### config.mk
export PLATFORM = sky130hd
export DESIGN_NAME = fdl_setup
export DESIGN_NICKNAME = d
export VERILOG_FILES = /design/src/fdl_pkg.sv /design/src/fdl_setup.sv
export SDC_FILE = /design/constraint.sdc
export NUM_CORES = 1
export LEC_CHECK = 0
export BUFFER_PORTS_ARGS = -buffer_cell sky130_fd_sc_hd__buf_2
export CORE_UTILIZATION = 58
export CTS_CLUSTER_DIAMETER = 80
export DETAILED_ROUTE_END_ITERATION = 10
export PLACE_DENSITY = 0.84
export SYNTH_ARGS = -nofsm -noshare
export SYNTH_HDL_FRONTEND = slang
export SYNTH_SLANG_ARGS = --single-unit
### constraint.sdc
create_clock -name clock -period 4.3 [get_ports clock]
set_clock_uncertainty 0.1 [all_clocks]
set_input_delay 0.215 -clock clock [delete_from_list [all_inputs] [get_ports clock]]
set_output_delay 0.215 -clock clock [all_outputs]
set_load 0.01 [all_outputs]
### src/fdl_pkg.sv
// ----------------------------------------------------------------------------
// fdl_pkg
// Shared types and constants of the linear-interpolating fractional delay.
// ----------------------------------------------------------------------------
package fdl_pkg;

   localparam int DEPTH_DEFAULT        = 1024;
   localparam int SAMPLE_WIDTH_DEFAULT = 16;

   localparam int FRAC_BITS  = 16;
   localparam int DELAY_BITS = 26;
   localparam int GAIN_BITS  = 16;
   localparam int DINT_BITS  = DELAY_BITS - FRAC_BITS;
   localparam int CSR_WIDTH  = DELAY_BITS;

   localparam logic [DELAY_BITS-1:0]       DELAY_RESET = DELAY_BITS'(65536);
   localparam logic signed [GAIN_BITS-1:0] GAIN_RESET  = GAIN_BITS'(16384);

   typedef enum logic [0:0] {
      CSR_DELAY_AMOUNT = 1'b0,
      CSR_OUTPUT_GAIN  = 1'b1
   } csr_index_type;

   typedef enum logic [1:0] {
      SETUP_IDLE,
      SETUP_QUOT,
      SETUP_REDUCE,
      SETUP_OFFSET
   } setup_state_type;

endpackage

### src/fdl_setup.sv
// ----------------------------------------------------------------------------
// fdl_setup
// Turns a delay write into a read offset and interpolation fraction; the
// integer delay is reduced modulo DEPTH by a reciprocal multiply and one
// correcting subtract.
// ----------------------------------------------------------------------------
module fdl_setup
   import fdl_pkg::*;
#(
   parameter int DEPTH = DEPTH_DEFAULT,
   parameter int AW    = $clog2(DEPTH)
) (
   input  logic                  clock,
   input  logic                  reset,
   input  logic                  delay_wr,
   input  logic [DELAY_BITS-1:0] delay_value,
   output logic [AW-1:0]         read_offset,
   output logic [FRAC_BITS-1:0]  frac,
   output logic                  busy
);

   localparam int QW      = 2 * DINT_BITS + 1;
   localparam int RECIP   = (1 << DINT_BITS) / DEPTH;
   localparam int CW      = (DINT_BITS > AW + 1) ? DINT_BITS : AW + 1;
   localparam logic [DINT_BITS:0]   RECIP_W  = (DINT_BITS + 1)'(RECIP);
   localparam logic [DINT_BITS-1:0] DEPTH_D  = DINT_BITS'(DEPTH);
   localparam logic [CW-1:0]        DEPTH_CW = CW'(DEPTH);
   localparam logic [AW:0]          DEPTH_W  = (AW + 1)'(DEPTH);

   setup_state_type        state_ff, state_in;
   logic [DINT_BITS-1:0]   rem_ff, rem_in;
   logic [DINT_BITS-1:0]   q_ff, q_in;
   logic [FRAC_BITS-1:0]   df_ff, df_in;
   logic [AW-1:0]          koff_ff, koff_in;
   logic [FRAC_BITS-1:0]   frac_ff, frac_in;

   logic [QW-1:0]          quot_full;
   logic [DINT_BITS-1:0]   qd;
   logic [DINT_BITS-1:0]   r1;
   logic                   ge;
   logic [AW:0]            dm;
   logic [AW:0]            koff_calc;

   // next state
   always_comb begin
      state_in = state_ff;
      if (delay_wr) begin
         state_in = SETUP_QUOT;
      end else begin
         unique case (state_ff)
            SETUP_IDLE:   state_in = SETUP_IDLE;
            SETUP_QUOT:   state_in = SETUP_REDUCE;
            SETUP_REDUCE: state_in = SETUP_OFFSET;
            SETUP_OFFSET: state_in = SETUP_IDLE;
         endcase
      end
   end

   // outputs
   always_comb begin
      busy        = (state_ff != SETUP_IDLE);
      read_offset = koff_ff;
      frac        = frac_ff;
   end

   // quotient estimate is exact or one low; one subtract corrects it
   always_comb begin
      quot_full = QW'(rem_ff) * QW'(RECIP_W);
      qd        = q_ff * DEPTH_D;
      r1        = rem_ff - qd;
      ge        = (CW'(r1) >= DEPTH_CW);
      dm        = (AW + 1)'(rem_ff);
      if (df_ff != '0) begin
         koff_calc = (dm == '0) ? '0 : DEPTH_W - dm;
      end else if (dm == '0) begin
         koff_calc = (AW + 1)'(1);
      end else if (dm == (AW + 1)'(1)) begin
         koff_calc = '0;
      end else begin
         koff_calc = DEPTH_W + (AW + 1)'(1) - dm;
      end
   end

   always_comb begin
      rem_in  = rem_ff;
      q_in    = q_ff;
      df_in   = df_ff;
      koff_in = koff_ff;
      frac_in = frac_ff;
      if (delay_wr) begin
         rem_in  = delay_value[DELAY_BITS-1:FRAC_BITS];
         df_in   = delay_value[FRAC_BITS-1:0];
      end else if (state_ff == SETUP_QUOT) begin
         q_in    = quot_full[2*DINT_BITS-1:DINT_BITS];
      end else if (state_ff == SETUP_REDUCE) begin
         rem_in  = ge ? r1 - DEPTH_D : r1;
      end else if (state_ff == SETUP_OFFSET) begin
         koff_in = koff_calc[AW-1:0];
         frac_in = FRAC_BITS'(0) - df_ff;
      end
   end

   always_ff @(posedge clock) begin
      if (reset) begin
         state_ff <= SETUP_IDLE;
         rem_ff   <= DELAY_RESET[DELAY_BITS-1:FRAC_BITS];
         df_ff    <= DELAY_RESET[FRAC_BITS-1:0];
         q_ff     <= '0;
         koff_ff  <= '0;   // delay 1.0: read the newest sample
         frac_ff  <= '0;
      end else begin
         state_ff <= state_in;
         rem_ff   <= rem_in;
         df_ff    <= df_in;
         q_ff     <= q_in;
         koff_ff  <= koff_in;
         frac_ff  <= frac_in;
      end
   end

   a_offset_in_range: assert property (@(posedge clock) disable iff (reset)
      !busy |-> ({1'b0, koff_ff} < DEPTH_W))
      else $error("read offset out of range");

endmodule

==> flow_summary.ini, run 1 <==
[logic_synthesis]
synth.net_count = 334
yosysSeqAreaShare_pct = 41.5
synth_top_area_cell = dfxtp_1
synth_top_area_share_pct = 41.5
synth_edf_count = 0
syn_inst = 299
avgSynthCellArea_um2 = 8.72
synthTopCellsByArea = dfxtp_1 (41%), mux2i_1 (9.6%), nand2_1 (5.6%)
synthFlopType = dfxtp_1
ys_seq_elements = 54
yosys_warnings = 0
syn_area_um2 = 2610
synth_cell_types = 49
async_flop_share_pct = 0

[clocking]
cts-root-buf = clkbuf_8
cts_buffers = 5
holdBufCountCts = 0
clock_path_buffers = 2
clk_latency_ns = 0.31
post_cts_buffers = 0
cts_max_level = 2
cts_resized = 0
cts_tree = done
clock_sinks = 54
path_clk_slew_ns = 0.09

[detailed_routing]
via_per_inst = 5.54
ant_nets = 0
first_pass_iters = 4
route.detailed.drc = 0
routed_wirelength_um = 5490
wl_per_cell_um = 13.8
drtIter0Drc = 131
vias = 2201

[sta]
period_share_pct = 60.7
tns_ns = 0
clock.fmax_mhz = 383
slew_viol_final = 0
period_needed_ns = 2.61
tightest_slew_ns = 0.943
relSlewSlack_pct = 36.9
hold_viol_final = 0
rsz0062_at_grt = false
setup_violations = 0

[pwr]
power.total_uw = 987
seqPwrFrac_pct = 55.0
powerDensity_nw_per_um2 = 332
power_frac_comb_pct = 15.5
p_clk_share_pct = 29.4
vdd_drop_max_mv = 0.217
power_switching_uw = 271
swShare_pct = 27.5
cell_internal_pwr_uw = 716
leakage_uw = 0.00138

[finish]
nets = 379
layout-drive-gt1-share_pct = 21.2
synthToLayoutAreaGrowth_pct = 14.0
antennaDiodeCount = 0
n_fill_cell = 378

[place]
port_buffers = 55
dp_hpwl_um = 3990
gp_congestion = 0.835

[floorplanning]
die_y_um = 69.0
fp.dieW_um = 69.0
core-area_um2 = 4320
initial_utilization_pct = 60.3
rows = 24
io_pins = 56
die-area_um2 = 4770

[critical_path]
end_kind = flip-flop
critical_path_class = reg2reg
crit_fanout = 18
required_ns = 4.46
setup.worst_path.start_class = flip-flop
critPathArrivalTime_ns = 2.77
reg2reg_setup_slack_ns = 1.69

[global_route]
grt_remaining_overflow = 0
track_usage_pct = 23.9
grt_max_degree = 44
antenna_found_initial = 0
grt_pass1_vias = 1969
grt_first_pass_wirelength_um = 9180

[run_status]
status = finished clean

[flow_run]
maxCapViolations = 0

[min_path]
hp-class = in2reg
==> layout make-up <==
| class | instances | area [um2] | share of cell area (%) |
|---|---|---|---|
| sequential | 54 | 1080 | 36.4 |
| clock buffer | 7 | 86.3 | 2.91 |
| inverter | 10 | 37.5 | 1.26 |
| tap | 52 | 65.1 | 2.19 |
| clock inverter | 1 | 5.00 | 0.168 |
| timing repair buffer | 55 | 275 | 9.27 |
| multi-input combinational | 218 | 1420 | 47.8 |
==> final timing paths <==
| kind | from | endpoint | cells after the start |
|---|---|---|---|
| setup / recovery | state_ff[0] | read_offset[6] | 6 |
| hold / removal | delay_value[16] | rem_ff[0] | 3 |
| setup reg to reg | state_ff[0] | read_offset[6] | 6 |
| hold reg to reg | frac[10] | frac[10] | 2 |
==> layer usage <==
metal | share of wire (%) | wire length, um | track usage [%]
met5 | 0 | 0 | 0
met4 | 1.5 | 82 | 7.94
met3 | 4.9 | 271 | 5.56
met2 | 46 | 2520 | 38.1
met1 | 48 | 2610 | 31.9
==> cells by family (layout without fill, tap and decap cells) <==
group | count (synthesis) | after routing | share of synthesized area [%]
compound gates | 46 | 46 | 10.9
xor+xnor | 21 | 21 | 7.06
fa+ha+maj | 6 | 6 | 2.88
buf+inv | 27 | 73 | 4.03
flops | 54 | 54 | 41.5
mux | 25 | 25 | 9.60
simple gates | 120 | 120 | 24.1
==> critical path: stages (launching register included) <==
cell	delay (ns)
dfxtp_1	0.34
inv_1	0.06
ha_1	0.33
nor3b_2	0.77
nand2_1	0.30
or4_1	0.56
nand3_1	0.09
==> registers in the layout, indices dropped and copies added, names as in the netlist <==
| register | cells |
|---|---|
| frac | 16 |
| rem_ff | 10 |
| df_ff | 16 |
| state_ff | 2 |
| read_offset | 10 |
==> layout by cell type (no fill, tap or decap), drive strengths merged, types with 2 or more instances in the layout <==
master  count
buf        55
dfxtp      54
nor2       39
nand2      39
mux2i      25
a21oi      19
xor2       16
o21ai      13
inv        10
nand3       9
clkbuf      7
ha          6
xnor2       5
nor4        5
nor3        4
nor3b       4
nand3b      3
nand4       3
nor4b       2
a22o        2
or4         2
a21o        2
and4        2
o31ai       2
==> power groups by stage <==
stage / Sequential [uW] / Combinational [uW] / Clock, uW
finish: 543 / 153 / 290
global route: 547 / 171 / 313
CTS: 543 / 154 / 297
detailed placement: 554 / 152 / 0
global placement: 553 / 147 / 0
floorplan: 547 / 121 / 0
==> Yosys cell counts, types with 2 or more instances <==
| cell type | number |
|---|---|
| nor2_1 | 39 |
| nand2_1 | 39 |
| inv_1 | 10 |
| a21o_1 | 2 |
| or4_1 | 2 |
| nor3b_1 | 3 |
| mux2i_1 | 25 |
| nand3_1 | 8 |
| o21ai_0 | 6 |
| nand3b_1 | 3 |
| a22o_1 | 2 |
| dfxtp_1 | 54 |
| nand4_1 | 2 |
| clkbuf_1 | 13 |
| buf_2 | 3 |
| nor4_4 | 2 |
| nor3_1 | 4 |
| a21oi_1 | 19 |
| o21ai_1 | 5 |
| o21ai_2 | 2 |
| xor2_1 | 16 |
| nor4_1 | 3 |
| xnor2_1 | 5 |
| nor4b_1 | 2 |
| ha_1 | 6 |
==> metrics by stage <==
step	cells	util, %	hold WS [ns]	area (um2)	setup WS [ns]
2_1_floorplan	299	-	0.245	2610	2.28
3_3_place_gp	389	66.6	0.332	2880	1.78
3_5_place_dp	389	66.6	0.336	2880	1.71
4_1_cts	397	68.7	0.0201	2970	1.69
5_1_grt	397	68.7	0.0385	2970	1.48
6_report	397	68.7	0.0214	2970	1.69
Power figures use the tool's default switching activity.
==> run 2, diff against run 1 <==
--- a/config.mk
+++ b/config.mk
@@ -6,10 +6,10 @@
 export NUM_CORES = 1
 export LEC_CHECK = 0
 export BUFFER_PORTS_ARGS = -buffer_cell sky130_fd_sc_hd__buf_2
-export CORE_UTILIZATION = 58
+export CORE_UTILIZATION = 49
 export CTS_CLUSTER_DIAMETER = 80
 export DETAILED_ROUTE_END_ITERATION = 10
-export PLACE_DENSITY = 0.84
+export PLACE_DENSITY = 0.76
 export SYNTH_ARGS = -nofsm -noshare
 export SYNTH_HDL_FRONTEND = slang
 export SYNTH_SLANG_ARGS = --single-unit
==> constraint.sdc (replaced) <==
create_clock -name clock -period 2.37 [get_ports clock]
set_clock_uncertainty 0.1 [all_clocks]
set_input_delay 0.1185 -clock clock [delete_from_list [all_inputs] [get_ports clock]]
set_output_delay 0.1185 -clock clock [all_outputs]
set_load 0.01 [all_outputs]
==> run 2 against run 1 <==
  * Sequential share of layout area decreased by 3.8 points
  * Sequential power increased by 81%
  * Routed wire length increased by 6.7%
  * Critical path depth increased by 1
  * Global-route usage decreased by 1.5 points
  * Cell area increased by 12%
  * Non-clock buffer count increased by 34
  * Clock power increased by 81%
  * Die area increased by 18%
  * Critical path type unchanged
  * Largest power group unchanged
==> flow_summary.ini, run 2 (synthesis gave the netlist of run 1 again) <==
[run_status]
status = finished clean

[sta]
hold_slack_ns = 0.00536
tns_ns = 0
rsz0062_at_grt = false
period_share_pct = 93.0
clock.fmax_mhz = 454
hold_viol_final = 0
relSlewSlack_pct = 63.3
setup_violations = 0
period_needed_ns = 2.20
tightest_slew_ns = 0.545
slew_viol_final = 0

[finish]
antennaDiodeCount = 0
final_cell_mix = buf_2 (55), dfxtp_1 (54), nor2_1 (39), nand2_1 (39), dlygate4sd3_1 (26)
layout-drive-gt1-share_pct = 21.4
nets = 413
synthToLayoutAreaGrowth_pct = 27.1
layout_commonest_cell = buf_2
n_fill_cell = 472

[floorplanning]
fp.dieW_um = 74.9
initial_utilization_pct = 51.0
io_pins = 56
die_y_um = 74.9
die-area_um2 = 5610
rows = 26
core-area_um2 = 5110

[global_route]
grt_first_pass_wirelength_um = 9540
grt_remaining_overflow = 0
grt_max_degree = 37
grt_pass1_vias = 2101
antenna_found_initial = 0
track_usage_pct = 22.5

[detailed_routing]
first_pass_iters = 4
via_per_inst = 5.20
drtIter0Drc = 152
ant_nets = 0
route.detailed.drc = 0
wl_per_cell_um = 13.0
vias = 2337
routed_wirelength_um = 5850

[clocking]
cts_buffers = 5
clk_latency_ns = 0.30
cts_tree = done
clock_sinks = 54
cts_resized = 0
cts_max_level = 2
clock_path_buffers = 2
cts-root-buf = clkbuf_8
path_clk_slew_ns = 0.09

[pwr]
leakage_uw = 0.00153
powerDensity_nw_per_um2 = 553
vdd_drop_max_mv = 0.291

[critical_path]
end_kind = flip-flop
critPathArrivalTime_ns = 2.33
required_ns = 2.49
worstPathCellList = inv_1 -> ha_1 -> or4b_1 -> or2_1 -> o21ai_1 -> xor2_1 -> a211oi_1
crit_fanout = 6
setup.worst_path.start_class = flip-flop
critical_path_class = reg2reg
slowest_delay_ns = 0.52
crit_slowest_cell = or4b_1

[place]
port_buffers = 55
dp_hpwl_um = 4090
gp_congestion = 0.924

[min_path]
hp-class = in2reg

[flow_run]
maxCapViolations = 0
run 2: changes by cell type in the layout (fill, tap and decap cells not counted), sizes merged:
| cell | delta |
|---|---|
| buf | +8 |
| dlygate4sd3 | +26 |
run 2: worst paths after layout:
kind | from | endpoint | slack [ns] | cells past startpoint
max | rem_ff[0] | read_offset[0] | 0.17 | 7
min | reset | rem_ff[3] | 0.005 | 2
max reg2reg | rem_ff[0] | read_offset[0] | 0.17 | 7
min reg2reg | read_offset[7] | read_offset[7] | 0.35 | 2
run 2: layout make-up:
cell class / count / area (um2) / area share (%)
multi-input combinational: 218 / 1420 / 42.9
sequential: 54 / 1080 / 32.6
timing repair buffer: 89 / 596 / 18.0
tap: 70 / 87.6 / 2.64
clock buffer: 7 / 86.3 / 2.61
inverter: 10 / 37.5 / 1.13
clock inverter: 1 / 5.00 / 0.151
run 2: power breakdown:
| group | switching, uW | leakage (uW) | internal [uW] |
|---|---|---|---|
| Sequential | 46.9 | 0.000441 | 938 |
| Combinational | 162 | 0.00104 | 163 |
| Clock | 287 | 0.0000482 | 236 |
| Total | 496 | 0.00153 | 1340 |
run 2: worst max-delay path, delay by kind of cell (launching register included):
kind	cells	cell delay, ns
AOI/OAI and AO/OA	2	0.41
xor gates and xnor gates	1	0.09
adders and majority gates	1	0.21
buffers and inverters	1	0.14
DFF	1	0.37
and+or+nand+nor	2	0.81
run 2: metrics by stage:
stage                     utilization (%)  power (uW)  cell area, um2  setup WS [ns]  instances
after global placement               58.0        1290            2960          0.254        415
final                                64.9        1830            3310          0.166        449
after global routing                 64.9        1920            3310         0.0444        449
after CTS                            64.9        1840            3310          0.171        449
after detailed placement             58.0        1290            2960          0.197        415
after floorplan                         -        1210            2610          0.354        299
run 2: layer usage:
metal	GRT usage [%]	part of all wire, %	vias up
met2	36.8	46	60
met5	0	0	-
met1	29.9	48	1087
met4	7.76	1.7	0
met3	3.88	4.2	10
li1	-	-	1180
run 2: repair_timing:
item                                   in CTS  in global routing
hold buffers                               26                  0
setup buffers                               0                  0
endpoints found under the hold margin      26                  0
==> run 3, diff against run 2 <==
--- a/config.mk
+++ b/config.mk
@@ -10,6 +10,7 @@
 export CTS_CLUSTER_DIAMETER = 80
 export DETAILED_ROUTE_END_ITERATION = 10
 export PLACE_DENSITY = 0.76
+export RECOVER_POWER = 25
 export SYNTH_ARGS = -nofsm -noshare
 export SYNTH_HDL_FRONTEND = slang
 export SYNTH_SLANG_ARGS = --single-unit
==> run 3 against run 2 <==
  * First-iteration DRC count did not move
  * Cell count stayed put
  * Combinational power hardly changed
  * Via count increased by 0.17%
  * Power about the same
  * Cell area fell by 0.11%
  * Global-route usage stayed put
  * Maximum frequency is essentially flat
  * Hold slack about the same
  * Register-to-register slack about the same
  * Critical path type unchanged
  * Critical endpoint unchanged
  * Largest cell class unchanged
  * Highest routed layer unchanged
==> flow_summary.ini, run 3 (synthesis gave the netlist of run 1 again) <==
[run_status]
status = finished clean

[critical_path]
required_ns = 2.49
r2r_start = rem_ff[0]
worstPathCellList = inv_1 -> ha_1 -> or4b_1 -> or2_1 -> o21ai_1 -> xor2_1 -> a211oi_1
slowest_delay_ns = 0.52
critPathArrivalTime_ns = 2.33
r2r_cells = 7
reg2reg_setup_slack_ns = 0.17
setup.worst_path.start_class = flip-flop
crit_slowest_cell = or4b_1
end_kind = flip-flop
crit_fanout = 6
timing.rr.end = read_offset[0]
critical_path_class = reg2reg

[sta]
clock.fmax_mhz = 454
slew_viol_final = 0
period_needed_ns = 2.20
rsz0062_at_grt = false
period_share_pct = 93.0
setup_violations = 0
relSlewSlack_pct = 37.0
tns_ns = 0
hold_slack_ns = 0.00585
tightest_slew_ns = 0.944
hold_viol_final = 0

[min_path]
holdCritStartpoint = reset
holdPathStages = 2
hp-class = in2reg
hold_end = rem_ff[3]

[finish]
fin_cells = 449
final_cell_mix = dfxtp_1 (54), buf_2 (54), nor2_1 (39), nand2_1 (39), dlygate4sd3_1 (26)
antennaDiodeCount = 0
n_fill_cell = 472
nets = 413
design_area_um2 = 3310
layout-drive-gt1-share_pct = 21.1
synthToLayoutAreaGrowth_pct = 27.0

[place]
dpl-instance-area_um2 = 2960
port_buffers = 55
dp.cells = 415
dp_hpwl_um = 4090
gp_congestion = 0.924

[global_route]
grt_first_pass_wirelength_um = 9540
antenna_found_initial = 0
busiest_layer = met2
grt_remaining_overflow = 0
grt_max_degree = 37
grt_use_met2_pct = 36.8
track_usage_pct = 22.5
grtUsageMet1_pct = 29.9
grt_pass1_vias = 2101
use_met3_pct = 3.88

[clocking]
cts_tree = done
cts_buffers = 5
clk_latency_ns = 0.30
clock_sinks = 54
cts-root-buf = clkbuf_8
path_clk_slew_ns = 0.09
cts_resized = 0
clock_path_buffers = 2
cts_max_level = 2

[pwr]
leakage_uw = 0.00153
vdd_drop_max_mv = 0.291
power.total_uw = 1830
powerDensity_nw_per_um2 = 554

[floorplanning]
die-area_um2 = 5610
core-area_um2 = 5110
rows = 26
initial_utilization_pct = 51.0
die_y_um = 74.9
fp.dieW_um = 74.9
io_pins = 56

[detailed_routing]
via_per_inst = 5.21
vias = 2341
route.detailed.drc = 0
first_pass_iters = 4
wl_per_cell_um = 13.0
ant_nets = 0
routed_wirelength_um = 5840
drtIter0Drc = 152

[flow_run]
maxCapViolations = 0
run 3: cell count changes in the layout (fill, tap and decap cells not counted):
cell / before / now
buf_2: 55 / 54
clkbuf_1: 1 / 2
buf_4: 8 / 7
clkbuf_2: 0 / 1
run 3: repair_timing:
item | 4_1_cts | 5_1_grt
buffers inserted | 0 | 0
hold endpoints to repair | 26 | 0
hold buffers | 26 | 0
run 3: worst max-delay path, delay by kind of cell, from the launching register on:
family                   cells  cell delay (ns)
AND/OR/NAND/NOR              2             0.81
AO/OA/AOI/OAI                2             0.41
flip-flops                   1             0.37
adder cells (fa/ha/maj)      1             0.21
buffers and inverters        1             0.14
XOR/XNOR                     1             0.09
run 3: through the flow:
stage / worst slack (ns) / utilization (%)
after floorplan: 0.354 / -
after global placement: 0.254 / 58.0
after detailed placement: 0.197 / 58.0
after CTS: 0.171 / 64.9
after global routing: 0.0444 / 64.8
final: 0.166 / 64.8
run 3: final cells by class:
class | count | area [um2] | area share (%)
Tap cell | 70 | 87.6 | 2.65
Sequential cell | 54 | 1080 | 32.7
Inverter | 10 | 37.5 | 1.13
Multi-Input combinational cell | 218 | 1420 | 42.9
Clock inverter | 1 | 5.00 | 0.151
Clock buffer | 7 | 86.3 | 2.61
Timing Repair Buffer | 89 | 592 | 17.9
run 3: power breakdown:
| group | internal (uW) | total, uW | switching (uW) |
|---|---|---|---|
| registers | 938 | 985 | 47.0 |
| logic | 163 | 324 | 162 |
| clock network | 236 | 524 | 287 |
run 3: worst max-delay path by stage:
stage,from,to,slack [ns]
finish,rem_ff[0],read_offset[0],0.17
global route,rem_ff[0],read_offset[0],0.04
CTS,rem_ff[0],read_offset[0],0.17
detailed placement,rem_ff[0],read_offset[0],0.20
global placement,rem_ff[0],read_offset[1],0.25
floorplan,rem_ff[0],read_offset[0],0.35
run 3: routing by layer:
layer  routed length, um  up-vias  part of all wire [%]
met4                 102        0                   1.7
met5                   0        -                     0
met3                 251       10                   4.3
met1                2800     1089                    48
li1                    -     1180                     -
met2                2690       62                    46
